**src/design/string_hash_partitioner_macros.svh**
```systemverilog
// Assertion macros for the string hash partitioner RTL.
// Included by shp_back, the module that carries concurrent assertions; no other dependencies.
`ifndef STRING_HASH_PARTITIONER_MACROS_SVH
`define STRING_HASH_PARTITIONER_MACROS_SVH

// Same-cycle implication, checked on every rising clock edge outside reset.
`define SHP_ASSERT_IMP(lbl, clk, rst_n, ante, cons) \
    lbl: assert property (@(posedge clk) disable iff (!rst_n) (ante) |-> (cons)) \
        else $error("assertion failed");

// Next-cycle implication, checked on every rising clock edge outside reset.
`define SHP_ASSERT_NXT(lbl, clk, rst_n, ante, cons) \
    lbl: assert property (@(posedge clk) disable iff (!rst_n) (ante) |=> (cons)) \
        else $error("assertion failed");

`endif

```
**src/design/shp_pkg.sv**
```systemverilog
// Shared types and constants for the string hash partitioner.
// Used by every module of the block; depends on nothing else.
`default_nettype none

package shp_pkg;

    // djb2 hash constants.
    localparam logic [31:0] HASH_SEED  = 32'd5381;
    localparam int          HASH_SHIFT = 5;

    // Configuration register map.
    localparam int          CFG_ADDR_W    = 3;
    localparam logic        REG_WORKERS   = 1'b0;
    localparam logic [15:0] WORKERS_RESET = 16'd1;

    // Queue between the hashing front and the modulo back.
    localparam int QUEUE_DEPTH = 4;
    localparam int QUEUE_AW    = $clog2(QUEUE_DEPTH);
    localparam int QUEUE_CW    = $clog2(QUEUE_DEPTH + 1);

    // Restoring divider: one quotient bit per cycle over the 32-bit hash.
    localparam int DIV_STEPS = 32;
    localparam int DIV_CW    = $clog2(DIV_STEPS);

    // One finished key waiting for its modulo.
    typedef struct packed {
        logic [31:0] hash;
        logic [15:0] workers;
    } shp_entry_t;

    // Back-end sequencer states.
    typedef enum logic [1:0] {
        ST_IDLE,
        ST_DIV,
        ST_DONE
    } shp_state_t;

endpackage

`default_nettype wire

```
**src/design/shp_front.sv**
```systemverilog
// Front end: folds one key byte per item into the running djb2 hash.
// Depends on shp_pkg; pushes finished keys into shp_queue.
`default_nettype none

module shp_front (
    input  wire logic               clk,
    input  wire logic               rst_n,
    input  wire logic               in_valid,
    output logic                    in_stall,
    input  wire logic [7:0]         key_byte,
    input  wire logic               end_of_key,
    input  wire logic [15:0]        workers,
    input  wire logic               q_full,
    output logic                    push,
    output shp_pkg::shp_entry_t     push_entry
);

    logic [31:0] hash_reg;
    logic [31:0] hash_next;
    logic        accept;

    // Items are held off only while the queue has no room.
    assign in_stall = q_full;
    assign accept   = in_valid && !in_stall;

    // hash * 33 + byte, wrapping at 32 bits.
    assign hash_next = (hash_reg << shp_pkg::HASH_SHIFT) + hash_reg + {24'd0, key_byte};

    // The last byte of a key hands the hash and the modulus to the queue.
    assign push               = accept && end_of_key;
    assign push_entry.hash    = hash_next;
    assign push_entry.workers = workers;

    // Running hash, reloaded with the seed after each key.
    always_ff @(posedge clk or negedge rst_n)
    begin
        if (!rst_n)
        begin
            hash_reg <= shp_pkg::HASH_SEED;
        end
        else if (accept)
        begin
            hash_reg <= end_of_key ? shp_pkg::HASH_SEED : hash_next;
        end
    end

endmodule

`default_nettype wire

```
**src/design/shp_queue.sv**
```systemverilog
// Short first-in first-out queue of finished keys between front and back.
// Depends on shp_pkg for the entry type and the depth.
`default_nettype none

module shp_queue (
    input  wire logic                clk,
    input  wire logic                rst_n,
    input  wire logic                push,
    input  wire shp_pkg::shp_entry_t push_entry,
    input  wire logic                pop,
    output logic                     full,
    output logic                     empty,
    output shp_pkg::shp_entry_t      head
);

    shp_pkg::shp_entry_t                entry_reg [shp_pkg::QUEUE_DEPTH];
    logic [shp_pkg::QUEUE_AW-1:0]       wr_ptr_reg;
    logic [shp_pkg::QUEUE_AW-1:0]       rd_ptr_reg;
    logic [shp_pkg::QUEUE_CW-1:0]       count_reg;
    logic                               do_push;
    logic                               do_pop;

    assign full    = (count_reg == shp_pkg::QUEUE_CW'(shp_pkg::QUEUE_DEPTH));
    assign empty   = (count_reg == '0);
    assign head    = entry_reg[rd_ptr_reg];
    assign do_push = push && !full;
    assign do_pop  = pop && !empty;

    // Entry storage carries no reset.
    always_ff @(posedge clk)
    begin
        if (do_push)
        begin
            entry_reg[wr_ptr_reg] <= push_entry;
        end
    end

    // Pointers and fill count.
    always_ff @(posedge clk or negedge rst_n)
    begin
        if (!rst_n)
        begin
            wr_ptr_reg <= '0;
            rd_ptr_reg <= '0;
            count_reg  <= '0;
        end
        else
        begin
            if (do_push)
            begin
                wr_ptr_reg <= wr_ptr_reg + 1'b1;
            end
            if (do_pop)
            begin
                rd_ptr_reg <= rd_ptr_reg + 1'b1;
            end
            if (do_push && !do_pop)
            begin
                count_reg <= count_reg + 1'b1;
            end
            else if (do_pop && !do_push)
            begin
                count_reg <= count_reg - 1'b1;
            end
        end
    end

endmodule

`default_nettype wire

```
**src/design/shp_back.sv**
```systemverilog
// Back end: reduces each queued hash modulo the worker count with a
// bit-serial restoring divider and holds the bucket in an output register.
// Depends on shp_pkg and on the assertion macros header.
`default_nettype none
`include "string_hash_partitioner_macros.svh"

module shp_back (
    input  wire logic                clk,
    input  wire logic                rst_n,
    input  wire logic                q_empty,
    input  wire shp_pkg::shp_entry_t head,
    output logic                     pop,
    output logic                     out_valid,
    input  wire logic                out_stall,
    output logic [15:0]              bucket
);

    shp_pkg::shp_state_t            state_reg;
    shp_pkg::shp_state_t            state_next;
    logic [31:0]                    dvd_reg;
    logic [15:0]                    div_reg;
    logic [15:0]                    rem_reg;
    logic [shp_pkg::DIV_CW-1:0]     cnt_reg;
    logic                           out_valid_reg;
    logic [15:0]                    bucket_reg;
    logic                           out_free;
    logic                           step;
    logic                           load_out;
    logic                           last_step;
    logic [16:0]                    rem_shift;
    logic [16:0]                    rem_next;

    // The output register can take a new bucket when empty or being drained.
    assign out_free  = !out_valid_reg || !out_stall;
    assign last_step = (cnt_reg == shp_pkg::DIV_CW'(shp_pkg::DIV_STEPS - 1));

    // Next-state logic of the sequencer.
    always_comb
    begin
        state_next = state_reg;
        case (state_reg)
            shp_pkg::ST_IDLE:
            begin
                if (!q_empty)
                begin
                    state_next = shp_pkg::ST_DIV;
                end
            end
            shp_pkg::ST_DIV:
            begin
                if (last_step)
                begin
                    state_next = shp_pkg::ST_DONE;
                end
            end
            shp_pkg::ST_DONE:
            begin
                if (out_free)
                begin
                    state_next = shp_pkg::ST_IDLE;
                end
            end
            default:
            begin
                state_next = shp_pkg::ST_IDLE;
            end
        endcase
    end

    // Control outputs of the sequencer.
    always_comb
    begin
        pop      = 1'b0;
        step     = 1'b0;
        load_out = 1'b0;
        case (state_reg)
            shp_pkg::ST_IDLE: pop      = !q_empty;
            shp_pkg::ST_DIV:  step     = 1'b1;
            shp_pkg::ST_DONE: load_out = out_free;
            default:
            begin
                pop = 1'b0;
            end
        endcase
    end

    // One restoring division step: bring down the next dividend bit.
    assign rem_shift = {rem_reg, dvd_reg[31]};
    assign rem_next  = (rem_shift >= {1'b0, div_reg}) ? (rem_shift - {1'b0, div_reg})
                                                       : rem_shift;

    always_ff @(posedge clk or negedge rst_n)
    begin
        if (!rst_n)
        begin
            state_reg <= shp_pkg::ST_IDLE;
        end
        else
        begin
            state_reg <= state_next;
        end
    end

    // Divider datapath.
    always_ff @(posedge clk)
    begin
        if (pop)
        begin
            dvd_reg <= head.hash;
            div_reg <= head.workers;
            rem_reg <= '0;
            cnt_reg <= '0;
        end
        else if (step)
        begin
            dvd_reg <= {dvd_reg[30:0], 1'b0};
            rem_reg <= rem_next[15:0];
            cnt_reg <= cnt_reg + 1'b1;
        end
    end

    // Output register; a zero worker count gives bucket zero.
    always_ff @(posedge clk or negedge rst_n)
    begin
        if (!rst_n)
        begin
            out_valid_reg <= 1'b0;
        end
        else if (load_out)
        begin
            out_valid_reg <= 1'b1;
        end
        else if (!out_stall)
        begin
            out_valid_reg <= 1'b0;
        end
    end

    always_ff @(posedge clk)
    begin
        if (load_out)
        begin
            bucket_reg <= (div_reg == '0) ? 16'd0 : rem_reg;
        end
    end

    assign out_valid = out_valid_reg;
    assign bucket    = bucket_reg;

    // The partial remainder stays below a nonzero divisor at every step.
    `SHP_ASSERT_IMP(a_rem_below_div, clk, rst_n,
        (state_reg == shp_pkg::ST_DIV) && (div_reg != '0), rem_reg < div_reg)
    // A new bucket never overwrites one the receiver has not taken.
    `SHP_ASSERT_IMP(a_no_overwrite, clk, rst_n,
        load_out, !(out_valid_reg && out_stall))
    // Popping a key always starts a division.
    `SHP_ASSERT_NXT(a_pop_starts_div, clk, rst_n,
        pop, (state_reg == shp_pkg::ST_DIV) && (cnt_reg == '0))

endmodule

`default_nettype wire

```
**src/design/string_hash_partitioner.sv**
```systemverilog
// Top level of the string hash partitioner: APB register, front, queue, back.
// Depends on shp_pkg, shp_front, shp_queue and shp_back.
//
// Usage: keys arrive one byte per item on the input channel (in_valid,
// in_stall, key_byte, end_of_key). The front folds each byte into a djb2
// hash and takes one byte per cycle while the queue has room. On the byte
// marked end_of_key the hash and the current worker count enter a four-entry
// queue, and the hash is reloaded with 5381. The back pops one key at a
// time and divides with a one-bit-per-cycle restoring divider; the bucket
// (hash modulo the worker count, zero when the worker count is zero) is
// registered onto the output channel (out_valid, out_stall, bucket). The
// divider sets the sustained rate: the back pops a new key only once the
// last bucket is loaded. Bytes stream at one per cycle while the queue has
// room; in_stall rises when four keys are waiting. When the receiver
// stalls, the bucket holds in the output register, the back finishes its
// current division and waits, and the queue then fills. Reset clears the
// queue and output valid, loads the seed into the hash and sets the worker
// count to one. The worker count is written over APB at byte address 0.
`default_nettype none

module string_hash_partitioner (
    input  wire logic                           clk,
    input  wire logic                           rst_n,
    input  wire logic                           psel,
    input  wire logic                           penable,
    input  wire logic                           pwrite,
    input  wire logic [shp_pkg::CFG_ADDR_W-1:0] paddr,
    input  wire logic [31:0]                    pwdata,
    output logic      [31:0]                    prdata,
    output logic                                pready,
    input  wire logic                           in_valid,
    output logic                                in_stall,
    input  wire logic [7:0]                     key_byte,
    input  wire logic                           end_of_key,
    output logic                                out_valid,
    input  wire logic                           out_stall,
    output logic [15:0]                         bucket
);

    logic [15:0]          workers_reg;
    logic                 reg_sel;
    logic                 q_full;
    logic                 q_empty;
    logic                 push;
    logic                 pop;
    shp_pkg::shp_entry_t  push_entry;
    shp_pkg::shp_entry_t  head;

    // Configuration register, word index taken from the address.
    assign pready  = 1'b1;
    assign reg_sel = (paddr[2] == shp_pkg::REG_WORKERS);

    always_ff @(posedge clk or negedge rst_n)
    begin
        if (!rst_n)
        begin
            workers_reg <= shp_pkg::WORKERS_RESET;
        end
        else if (psel && penable && pwrite && pready && reg_sel)
        begin
            workers_reg <= pwdata[15:0];
        end
    end

    assign prdata = reg_sel ? {16'd0, workers_reg} : 32'd0;

    // Hashing front.
    shp_front u_front (
        .clk        (clk),
        .rst_n      (rst_n),
        .in_valid   (in_valid),
        .in_stall   (in_stall),
        .key_byte   (key_byte),
        .end_of_key (end_of_key),
        .workers    (workers_reg),
        .q_full     (q_full),
        .push       (push),
        .push_entry (push_entry)
    );

    // Queue of finished keys.
    shp_queue u_queue (
        .clk        (clk),
        .rst_n      (rst_n),
        .push       (push),
        .push_entry (push_entry),
        .pop        (pop),
        .full       (q_full),
        .empty      (q_empty),
        .head       (head)
    );

    // Modulo back end and output register.
    shp_back u_back (
        .clk       (clk),
        .rst_n     (rst_n),
        .q_empty   (q_empty),
        .head      (head),
        .pop       (pop),
        .out_valid (out_valid),
        .out_stall (out_stall),
        .bucket    (bucket)
    );

endmodule

`default_nettype wire

```
**config.mk**
```make
export PLATFORM = sky130hd
export DESIGN_NAME = string_hash_partitioner
export DESIGN_NICKNAME = d
export VERILOG_FILES = /design/src/design/shp_pkg.sv /design/src/design/shp_front.sv /design/src/design/shp_queue.sv /design/src/design/shp_back.sv /design/src/design/string_hash_partitioner.sv
export VERILOG_INCLUDE_DIRS = /design/src /design/src/design
export SDC_FILE = /design/constraint.sdc
export NUM_CORES = 1
export LEC_CHECK = 0
export BUFFER_PORTS_ARGS = -buffer_cell sky130_fd_sc_hd__buf_4
export CORE_ASPECT_RATIO = 1.25
export CORE_UTILIZATION = 55
export CTS_CLUSTER_DIAMETER = 50
export CTS_CLUSTER_SIZE = 8
export DETAILED_ROUTE_END_ITERATION = 8
export PLACE_DENSITY = 0.75
export SYNTH_ARGS = -nofsm -noshare
export SYNTH_HDL_FRONTEND = slang
export SYNTH_SLANG_ARGS = --single-unit
```
**constraint.sdc**
```tcl
create_clock -name clk -period 3.45 [get_ports clk]
set_input_delay 0.345 -clock clk [delete_from_list [all_inputs] [get_ports clk]]
set_output_delay 0.345 -clock clk [all_outputs]
set_load 0.05 [all_outputs]
```
# [Word level (Yosys, flattened, before mapping)]
# Memories as Yosys holds them, arrays and structs flattened.
# Index checks and enable logic that the tools add are counted.
[word_totals] in_bits=51 romBits=0 ff_bits=143 mem_bits_rw=192 memories=1 latch_bits=0 elab_cells=71
[op_classes] n_addsub=8 n_bitwise=1 n_shift=0 n_eq_ne=8 n_lt_le_gt_ge=1 muxes=18 multipliers=0 reduce_logical=22 n_div=0
[memory_table] name="u_queue.entry_reg" words=4 word_bits=48 read_ports=1 rd_clocked_by_memory_dff=0 write_ports=1 line_no="shp_queue.sv:16" source="shp_pkg::shp_entry_t entry_reg [shp_pkg::QUEUE_DEPTH];"
[op_table] cell="32-bit 2-to-1 mux" n=3
[op_table] cell="32-bit adder" n=1
[op_table] cell="32-bit by 8-bit adder with 32-bit output" n=1
[op_table] cell="16-bit 2-to-1 mux" n=2
[op_table] cell="17-bit by 16-bit >= comparator with 1-bit output" n=1
[op_table] cell="16-bit logical NOT" n=1
[op_table] cell="16-bit subtractor" n=1
[op_table] cell="1-bit logical AND" n=9
[op_table] cell="1-bit 2-to-1 mux" n=7
[op_table] cell="1-bit logical NOT" n=6
[op_table] cell="2-bit 2-to-1 mux" n=3
[op_table] cell="3-bit 2-to-1 mux" n=2
[op_table] cell="2-bit by 1-bit inequality test with 1-bit output, second input constant" n=3
[op_table] cell="2-bit case mux with 3 select lines" n=1
[op_table] cell="5-bit by 1-bit adder with 5-bit output, second input constant" n=1
[op_table] cell="5-bit == test, second input constant" n=1
[op_table] cell="2-bit by 1-bit adder with 2-bit output, second input constant" n=2
[op_table] cell="2-bit nonzero test" n=2
[op_table] cell="3-bit by 1-bit adder with 3-bit output, second input constant" n=1
[op_table] cell="3-bit == test, second input constant" n=1
[op_table] cell="3-bit logical NOT" n=1
[op_table] cell="3-bit AND reduction" n=1
[op_table] cell="3-bit by 1-bit subtractor with 3-bit output, second input constant" n=1
[op_table] cell="2-bit by 1-bit == test with 1-bit output, second input constant" n=1
[op_table] cell="other kinds (5)" n=5

# [Logic depth before layout (Yosys ltp)]
# Gate-level depths: netlist of the first run.
[depth] depth_word=9 mapped_depth=13 mapped_depth_nobuf=13

# [Cells and area by module]
# From an unflattened synthesis of the first run, not the netlist that was laid out.
[unflattened] hier_cells=1151 hier_area_um2=16072.9
[by_module_without_submodules] module="shp_queue" cells_per_inst=287 instances=1 area_each_um2=7410.9
[by_module_without_submodules] module="shp_back" cells_per_inst=409 instances=1 area_each_um2=4272.8
[by_module_without_submodules] module="shp_front" cells_per_inst=385 instances=1 area_each_um2=3488.3
[by_module_without_submodules] module="string_hash_partitioner" cells_per_inst=70 instances=1 area_each_um2=900.9

# [Least setup slack after synthesis of the first run]
# No wires, ideal clock.
[synth_path] kind="reg-to-reg" start="register u_front.hash_reg[0]" end="register u_front.hash_reg[31]" path_buffers=0 setup_slack_ns=0.052 path_stages_with_launch=14 arrival_time_ns=3.272 setup_time_ns=0.126 cell_sequence="dfstp_2 -> inv_1 -> fa_1 -> inv_1 -> ha_1 -> a21o_1 -> a221oi_2 -> o311ai_1 -> a31oi_1 -> o211a_1 -> a21oi_2 -> mux2i_1 -> or2_1 -> a311o_1"
[synth_between] elab_chain_cells=3
[synth_rtl] element="from (decl)" line_no="shp_front.sv:18" source="logic [31:0] hash_reg;"
[synth_rtl] element="from (signal assigned)" line_no="shp_front.sv:39" source="hash_reg <= shp_pkg::HASH_SEED;"
[synth_rtl] element="from (signal assigned)" line_no="shp_front.sv:43" source="hash_reg <= end_of_key ? shp_pkg::HASH_SEED : hash_next;"
[synth_rtl] element="32-bit adder" line_no="shp_front.sv:27" source="assign hash_next = (hash_reg << shp_pkg::HASH_SHIFT) + hash_reg + {24'd0, key_byte};"
[synth_rtl] element="32-bit by 8-bit adder with 32-bit output" line_no="shp_front.sv:27"
[synth_rtl] element="32-bit 2-to-1 mux" line_no="shp_front.sv:43"
# No other way between the ends.
# A chain may end at the register's enable or synchronous reset.

==> flow_summary.json, run 1 <==
{
  "layout_setup_ws_ps": -2.51,
  "clock-sinks": 335,
  "report.final.hold_viol_count": 0,
  "violations": "design-rule violations, negative setup slack",
  "drc": 4,
  "initial_core_util_pct": 56.1,
  "clk_latency_ps": 540,
  "drive_gt1_share_pct": 22.9,
  "numCtsBuffers": 49,
  "post-route-min-period_ps": 3450,
  "startpoint_type": "flip-flop",
  "grt-ovfl-total": 0,
  "slew_violations": 0,
  "dieWidth_um": 152,
  "multi_input_area_um2": 5740,
  "dp_hpwl_um": 20300,
  "dp.cells": 1522,
  "area.growth.synth_to_final_pct": 17.8,
  "dieArea_um2": 28900,
  "tns_ps": -2.51,
  "fill_cells": 1889,
  "fin_cells": 1620,
  "wl_met3_um": 1440,
  "antenna_found_initial": 0,
  "critPathRequiredTime_ps": 3870,
  "cts-root-buf": "clkbuf_16",
  "cts_tree": "done",
  "gp_congestion": 0.940,
  "ys_seq_area_share_pct": 61.6,
  "cts_buffer_depth": 3,
  "p_leak_nw": 7.38,
  "n_antenna_cell": 0,
  "netlist_instances": 1103,
  "rsz0062_at_grt": "yes",
  "power_density_nw_per_um2": 1050,
  "nNetsFinal": 1368,
  "peakVddDrop_mv": 0.583,
  "syn_avg_cell_area_um2": 14.1,
  "grt_pass1_wl_um": 51000,
  "rows": 68,
  "cp_max_fo": 5,
  "setup_viol": 1,
  "syn_area_um2": 15500,
  "io_buffers": 66,
  "period_share_pct": 100,
  "grt_max_degree": 59,
  "yosysWarnings": 0,
  "largest_reg_flops": 192,
  "slew_headroom_pct": 29.4,
  "yosysUniqueCellTypes": 67,
  "gr-usage-all-layers_pct": 22.9,
  "worstPathArrival_ps": 3870,
  "avgRoutedWirePerCell_um": 19.7,
  "wl_met1_um": 12700,
  "synth_edf_count": 256,
  "ctsHtreeMaxLevel": 2,
  "drt_iter0_drc": 673,
  "wl_met2_um": 16800,
  "status": "finished, violations left",
  "vias": 9311,
  "drtAntennaViolNets": 0,
  "first_pass_iters": 6,
  "async_reset_ff_share_pct": 17.3,
  "fmax_mhz": 290,
  "worstMarginPinSlew_ps": 1050,
  "grt_pass1_vias": 9673,
  "die_h_um": 190,
  "wirelength_um": 31900,
  "ff_latch_area_um2": 9570,
  "pre_cts_ws_ps": -219,
  "critPathKind": "reg -> reg",
  "worst_setup_path_end_kind": "flip-flop",
  "coreArea_um2": 27700,
  "ys.flop_type": "edfxtp_1",
  "maxCapViolations": 0,
  "yosys_register_bits": 335,
  "final_util_pct": 66.1,
  "worst_clock_skew_ps": 17.1,
  "viasPerCell": 5.75,
  "clk_pin_slew_ps": 50,
  "highest_layer": "met4",
  "hp-class": "in -> reg",
  "io_pins": 102
}
[worst paths after layout]
| kind | depth (start not counted) | from | to | slack [ps] |
|---|---|---|---|---|
| hold / removal | 2 | pwdata[12] | workers_reg[12]$_DFFE_PN0P_ | 40 |
| min in group asynchronous | 2 | rst_n | workers_reg[4]$_DFFE_PN0P_ | 440 |
| max in group asynchronous | 2 | rst_n | u_queue.rd_ptr_reg[0]$_DFFE_PN0P_ | 2320 |
| setup / recovery | 13 | u_front.hash_reg[0]$_DFFE_PN1P_ | u_front.hash_reg[30]$_DFFE_PN0P_ | -3 |
| setup reg to reg | 13 | u_front.hash_reg[0]$_DFFE_PN1P_ | u_front.hash_reg[30]$_DFFE_PN0P_ | -3 |
| hold reg to reg | 2 | u_back.cnt_reg[4]$_SDFFE_PP0P_ | u_back.cnt_reg[4]$_SDFFE_PP0P_ | 470 |
[final cells by class]
type	count	area share, %
clock inverters	6	0.192
inverters	39	0.800
repair buffers	118	5.22
clock buffers	85	7.68
multi-input cells	687	31.4
flip-flops and latches	335	52.3
well taps	350	2.39
[cells in the mapped netlist (all sizes together) (14+ instances only)]
| master | instances | area [um2] |
|---|---|---|
| nand2 | 147 | 554 |
| dfrtp | 52 | 1300 |
| dfxtp | 21 | 420 |
| ha | 81 | 1010 |
| a22o | 21 | 184 |
| o21ai | 41 | 205 |
| a21o | 18 | 135 |
| mux4 | 48 | 1080 |
| a21oi | 39 | 206 |
| nand3 | 14 | 70.1 |
| clkbuf | 31 | 116 |
| mux2 | 17 | 191 |
| xnor2 | 31 | 272 |
| inv | 39 | 146 |
| edfxtp | 256 | 7690 |
| buf | 26 | 188 |
| nor2b | 25 | 156 |
| and2 | 21 | 131 |
| nor2 | 23 | 86.3 |
| xor2 | 20 | 175 |
[placed cells by master (no fill, tap or decap), drive strengths merged, types with 18 or more instances in the layout]
cell    instances
a22o           21
mux4           48
nor2b          25
clkbuf         85
xor2           20
nand2         147
o21ai          41
dfxtp          21
buf           117
edfxtp        256
and2           21
nor2           23
dfrtp          52
a21oi          39
ha             81
xnor2          31
inv            40
a21o           18
[critical path, cell delays in order (launching register included)]
cell and delay, ps:
dfstp_2 540, inv_2 40, fa_1 490, inv_2 50, ha_4 240, buf_6 120
nand4_1 100, a311oi_2 140, a311o_2 380, a311oi_4 440, o31ai_4 100, a311oi_2 350
xnor2_2 160, a22o_1 190
[power by group]
part	internal [mW]	total, mW	switching, mW
Clock	2.73	4.37	1.64
Combinational	3.37	7.90	4.53
Sequential	6.31	6.99	0.676
[kinds of logic (layout without fill, tap and decap cells)]
group	Yosys count	in the layout	synth area share, %
xor+xnor	51	51	2.88
other cells	2	17	0.0484
buf+inv	96	248	2.90
compound gates	167	167	7.46
simple gates	287	287	8.73
flops	335	335	61.6
mux	78	78	9.04
fa+ha+maj	87	87	7.30
[per-stage QoR]
| step | power [mW] | area (um2) | hold WS, ps |
|---|---|---|---|
| 5_1_grt | 20.4 | 18300 | 35.4 |
| 4_1_cts | 19.1 | 18200 | 31.4 |
| 2_1_floorplan | 12.4 | 15600 | 49.4 |
| 3_3_place_gp | 14.2 | 16600 | 449 |
| 3_5_place_dp | 14.4 | 16600 | 459 |
| 6_report | 19.3 | 18300 | 41.7 |
[timing repair]
action                     in CTS  in global routing
setup endpoints to repair      42                 57
buffers inserted                4                  2
cloned                          0                  0
pin swaps                      12                 18
hold endpoints to repair       52                  0
gates resized for setup        14                 21
hold buffers                    1                  0
[per-layer routing]
layer	vias up	GRT usage, %
li1	4368	-
met1	4643	27.2
met2	242	41.9
met3	58	3.35
met4	0	9.34
met5	-	0
Power figures use the tool's default switching activity.
==> run 2: changes to the inputs <==
CORE_UTILIZATION = 61   (was 55)
GPL_TIMING_DRIVEN = 0   (was not set)
PLACE_DENSITY = 0.79   (was 0.75)
clock period = 3.6 ns   (was 3.45 ns; I/O delays follow)
==> run 2 against run 1 <==
Against the previous run: the run now ends clean; first-iteration DRC count down 13%; worst hold slack improved by 6.5 ps; flip-flop and latch count stayed put; sequential power fell by 4.6%; clock power shrank 7.3%; non-clock buffer count is 22 higher; total power fell by 4.5%; sequential share of layout area grew 0.21 points; routed wire length increased by 6.9%; global-route usage increased by 4.8 points; register-to-register slack about the same; die area is 9.7% lower; largest cell class unchanged; highest routed layer unchanged.
==> flow_summary.json, run 2 (synthesis gave the netlist of run 1 again) <==
{
  "post-route-min-period_ps": 3600,
  "holdPathEnd": "workers_reg[4]$_DFFE_PN0P_",
  "final_util_pct": 73.6,
  "setup_viol": 0,
  "slowest_delay_ps": 550,
  "worst_clock_skew_ps": 22.9,
  "rsz0062_at_grt": "yes",
  "cts_buffer_depth": 3,
  "maxCapViolations": 0,
  "report.final.hold_viol_count": 0,
  "drive_gt1_share_pct": 20.6,
  "gp_congestion": 0.918,
  "gr-usage-all-layers_pct": 27.7,
  "whs_path_depth": 2,
  "worstMarginPinSlew_ps": 1310,
  "peakVddDrop_mv": 0.784,
  "worst_path_most_repeated_cell": "inv_2",
  "clk_pin_slew_ps": 50,
  "grt_pass1_wl_um": 54000,
  "final_cell_mix": "edfxtp_1, nand2_1, buf_4",
  "die_h_um": 180,
  "n_antenna_cell": 0,
  "coreArea_um2": 24700,
  "worstHoldStart": "pwdata[4]",
  "drtAntennaViolNets": 0,
  "cts-root-buf": "clkbuf_16",
  "vias": 9556,
  "first_pass_iters": 6,
  "r2r_slack_ps": 1,
  "dieArea_um2": 26100,
  "avgRoutedWirePerCell_um": 21.1,
  "wl_met2_um": 18300,
  "period_share_pct": 100,
  "initial_core_util_pct": 62.7,
  "antenna_found_initial": 0,
  "worstPathArrival_ps": 3940,
  "slew_headroom_pct": 12.8,
  "grt_max_degree": 59,
  "r2r_start": "u_front.hash_reg[0]$_DFFE_PN1P_",
  "wl_met1_um": 12900,
  "critPathRequiredTime_ps": 3940,
  "dieWidth_um": 145,
  "final_common_cell": "edfxtp_1",
  "slowest_stage": "dfstp_2",
  "largest_reg_flops": 192,
  "io_buffers": 66,
  "cp_max_fo": 6,
  "io_pins": 102,
  "worst_r2r_endpoint": "u_queue.entry_reg[0][47]$_DFFE_PP_",
  "area.growth.synth_to_final_pct": 17.3,
  "drt_iter0_drc": 586,
  "numCtsBuffers": 47,
  "reg2reg_depth": 13,
  "fmax_mhz": 278,
  "startpoint_type": "flip-flop",
  "highest_layer": "met4",
  "cp_top_family": "compound AO/OA/AOI/OAI gates",
  "wl_met3_um": 1540,
  "cts_tree": "done",
  "clk_latency_ps": 550,
  "hp-class": "in -> reg",
  "wirelength_um": 34100,
  "status": "complete, no violations",
  "dp_hpwl_um": 22300,
  "nNetsFinal": 1388,
  "worst_setup_path_end_kind": "flip-flop",
  "p_total_mw": 18.4,
  "path_cells": "inv_2, fa_1, inv_2, ha_4, a21o_1, a221oi_4, o311ai_4, a31oi_2, o211a_1, a21oi_2, mux2i_1, or2_1, xnor2_2",
  "drc": 0,
  "rows": 64,
  "clock-sinks": 335,
  "slew_violations": 0,
  "power_density_nw_per_um2": 1010,
  "critPathBufInv": 2,
  "p_leak_nw": 7.34,
  "viasPerCell": 5.90,
  "grt-ovfl-total": 0,
  "grt_pass1_vias": 10300,
  "critPathKind": "reg -> reg",
  "ctsHtreeMaxLevel": 2
}
## run 2: worst max path at each step
stage                                          from                            endpoint  slack [ps]  depth (start not counted)
finish              u_front.hash_reg[0]$_DFFE_PN1P_  u_queue.entry_reg[0][47]$_DFFE_PP_           1                         13
global route        u_front.hash_reg[0]$_DFFE_PN1P_  u_queue.entry_reg[0][47]$_DFFE_PP_        -150                         13
CTS                 u_front.hash_reg[0]$_DFFE_PN1P_    u_front.hash_reg[31]$_DFFE_PN0P_          20                         13
detailed placement  u_front.hash_reg[0]$_DFFE_PN1P_  u_queue.entry_reg[2][47]$_DFFE_PP_        -410                         13
global placement    u_front.hash_reg[0]$_DFFE_PN1P_  u_queue.entry_reg[2][47]$_DFFE_PP_        -360                         13
floorplan           u_front.hash_reg[0]$_DFFE_PN1P_    u_front.hash_reg[31]$_DFFE_PN0P_         200                         13
## run 2: repair_timing
action / CTS / global route
endpoints found under the setup margin: 45 / 36
endpoints found under the hold margin: 52 / 0
hold buffers: 1 / 0
buffers inserted: 5 / 7
gates resized for setup: 16 / 12
pin swaps: 9 / 18
## run 2: area by class of cell
cell class / instances / area [um2]
timing repair buffer: 83 / 679
inverter: 39 / 146
sequential: 335 / 9570
multi-input combinational: 687 / 5730
clock inverter: 3 / 48.8
fill: 1521 / 6530
clock buffer: 85 / 1320
tap: 330 / 413
buffer: 57 / 305
## run 2: layer usage
| layer | GRT usage [%] | up-vias |
|---|---|---|
| li1 | - | 4400 |
| met1 | 32.4 | 4751 |
| met2 | 49.5 | 316 |
| met3 | 3.91 | 89 |
| met4 | 13.0 | 0 |
| met5 | 0 | - |
## run 2: report_power, final
group          switching [mW]  internal [mW]
Clock                    1.58           2.47
Combinational            4.56           3.11
Sequential              0.616           6.06
## run 2: stage by stage
step,cells,instance area [um2],setup TNS [ps],worst slack [ps],hold slack (ps)
final,1619,18200,0,1.39,48.2
after CTS,1612,18100,0,15.8,40.5
after global placement,1514,16500,-18930,-359,451
after floorplan,1118,15600,0,202,64.4
after global routing,1619,18200,-715,-146,47.1
after detailed placement,1518,16600,-5640,-409,471
==> run 3: changes to the inputs <==
CORE_UTILIZATION = 52   (was 61)
PLACE_DENSITY = 0.69   (was 0.79)
==> run 3 against run 2 <==
Against the previous run: routed wire length down 5.5%; sequential power down 0.6%; non-clock buffer count down 3; utilization down 11 points; cell count up 3.9%; clock power about the same; via count down 3.0%; count of clock-buffer cells in the layout up 1; critical endpoint is now u_front.hash_reg[30]$_DFFE_PN0P_; largest cell class unchanged.
==> flow_summary.json, run 3 (synthesis gave the netlist of run 1 again) <==
{
  "fin_area_um2": 18300,
  "final_common_cell": "edfxtp_1",
  "slew_headroom_pct": 13.3,
  "layout_setup_ws_ps": 31.7,
  "slowest_stage": "dfstp_2",
  "grt-ovfl-total": 0,
  "area.growth.synth_to_final_pct": 18.2,
  "gp_congestion": 0.944,
  "place_area_um2": 16700,
  "hp-class": "in -> reg",
  "p_leak_nw": 7.33,
  "maxCapViolations": 0,
  "worstPathArrival_ps": 3990,
  "rows": 70,
  "grt_pass1_wl_um": 51700,
  "drt_iter0_drc": 501,
  "fill_cells": 2215,
  "cts-root-buf": "clkbuf_16",
  "die_h_um": 195,
  "viasPerCell": 5.51,
  "cts_buffer_depth": 3,
  "numCtsBuffers": 47,
  "drtAntennaViolNets": 0,
  "ctsHtreeMaxLevel": 2,
  "startpoint_type": "flip-flop",
  "dieArea_um2": 30500,
  "coreArea_um2": 29300,
  "cp_top_family": "compound AO/OA/AOI/OAI gates",
  "grt_max_degree": 59,
  "dp_hpwl_um": 21900,
  "p_total_mw": 18.2,
  "pre_cts_ws_ps": -452,
  "period_share_pct": 99.1,
  "io_pins": 102,
  "cts_tree": "done",
  "worst_clock_skew_ps": 19.3,
  "final_cell_mix": "edfxtp_1, nand2_1, buf_4",
  "gr-usage-all-layers_pct": 22.3,
  "rsz0062_at_grt": "yes",
  "largest_reg_flops": 192,
  "setup_viol": 0,
  "nNetsFinal": 1385,
  "peakVddDrop_mv": 0.669,
  "avgRoutedWirePerCell_um": 19.2,
  "path_cells": "inv_2, fa_1, inv_2, ha_4, a21oi_4, a311oi_2, a311o_2, a311oi_4, o31ai_4, a311oi_2, xnor2_2, a22o_1",
  "worst_setup_path_end_kind": "flip-flop",
  "critPathRequiredTime_ps": 4020,
  "drc": 0,
  "initial_core_util_pct": 52.9,
  "cp_max_fo": 6,
  "report.final.hold_viol_count": 0,
  "tns_ps": 0,
  "slew_violations": 0,
  "clk_pin_slew_ps": 50,
  "first_pass_iters": 6,
  "grt_pass1_vias": 9648,
  "n_antenna_cell": 0,
  "vias": 9271,
  "dieWidth_um": 157,
  "slowest_delay_ps": 540,
  "wirelength_um": 32200,
  "fin_cells": 1682,
  "critPathKind": "reg -> reg",
  "clock-sinks": 335,
  "critPathBufInv": 2,
  "io_buffers": 66,
  "clk_latency_ps": 550,
  "status": "complete, no violations",
  "dp.cells": 1584,
  "fmax_mhz": 280,
  "power_density_nw_per_um2": 995,
  "post-route-min-period_ps": 3570,
  "drive_gt1_share_pct": 20.9,
  "worstMarginPinSlew_ps": 1300,
  "antenna_found_initial": 0
}
run 3: stage by stage:
stage	hold WS [ps]	util [%]
3_5_place_dp	474	56.8
3_3_place_gp	452	56.5
6_report	48.9	62.5
4_1_cts	27.2	61.9
2_1_floorplan	64.4	-
5_1_grt	41.8	62.5
run 3: area by class of cell:
cell class              instances  area, um2  share of cell area, %
clock inverters                 2       25.0                  0.136
well taps                     396        495                   2.70
inverters                      39        146                  0.798
flip-flops and latches        335       9570                   52.2
multi-input cells             687       5810                   31.7
clock buffers                  86       1340                   7.33
repair buffers                 80        653                   3.56
plain buffers                  57        305                   1.66
run 3: worst paths after layout:
check	start	to	slack (ps)	depth (start not counted)
worst min-delay path	pwdata[9]	workers_reg[9]$_DFFE_PN0P_	50	2
worst max register to register	u_front.hash_reg[0]$_DFFE_PN1P_	u_front.hash_reg[30]$_DFFE_PN0P_	30	12
worst max-delay path	u_front.hash_reg[0]$_DFFE_PN1P_	u_front.hash_reg[30]$_DFFE_PN0P_	30	12
max in group asynchronous	rst_n	workers_reg[3]$_DFFE_PN0P_	2500	2
worst min register to register	u_back.cnt_reg[4]$_SDFFE_PP0P_	u_back.cnt_reg[4]$_SDFFE_PP0P_	470	2
min in group asynchronous	rst_n	u_front.hash_reg[3]$_DFFE_PN0P_	530	2
run 3: what timing repair did:
item,in CTS,in global routing
gates resized for setup,16,22
hold buffers,1,0
endpoints found under the hold margin,52,0
cloned,0,0
setup buffers,4,5
endpoints found under the setup margin,40,32
pin swaps,10,16
run 3: power breakdown:
group          internal [mW]  total, mW  switching [mW]
clock                   2.49       4.04            1.55
sequential              6.05       6.63           0.578
combinational           3.11       7.57            4.46
total                   11.7       18.2            6.59
run 3: per-layer routing:
layer	share of wire (%)	track usage, %	vias up
li1	-	-	4389
met1	40	26.3	4598
met2	54	40.8	211
met3	3.3	2.73	73
met4	3.3	9.01	0
met5	0	0	-
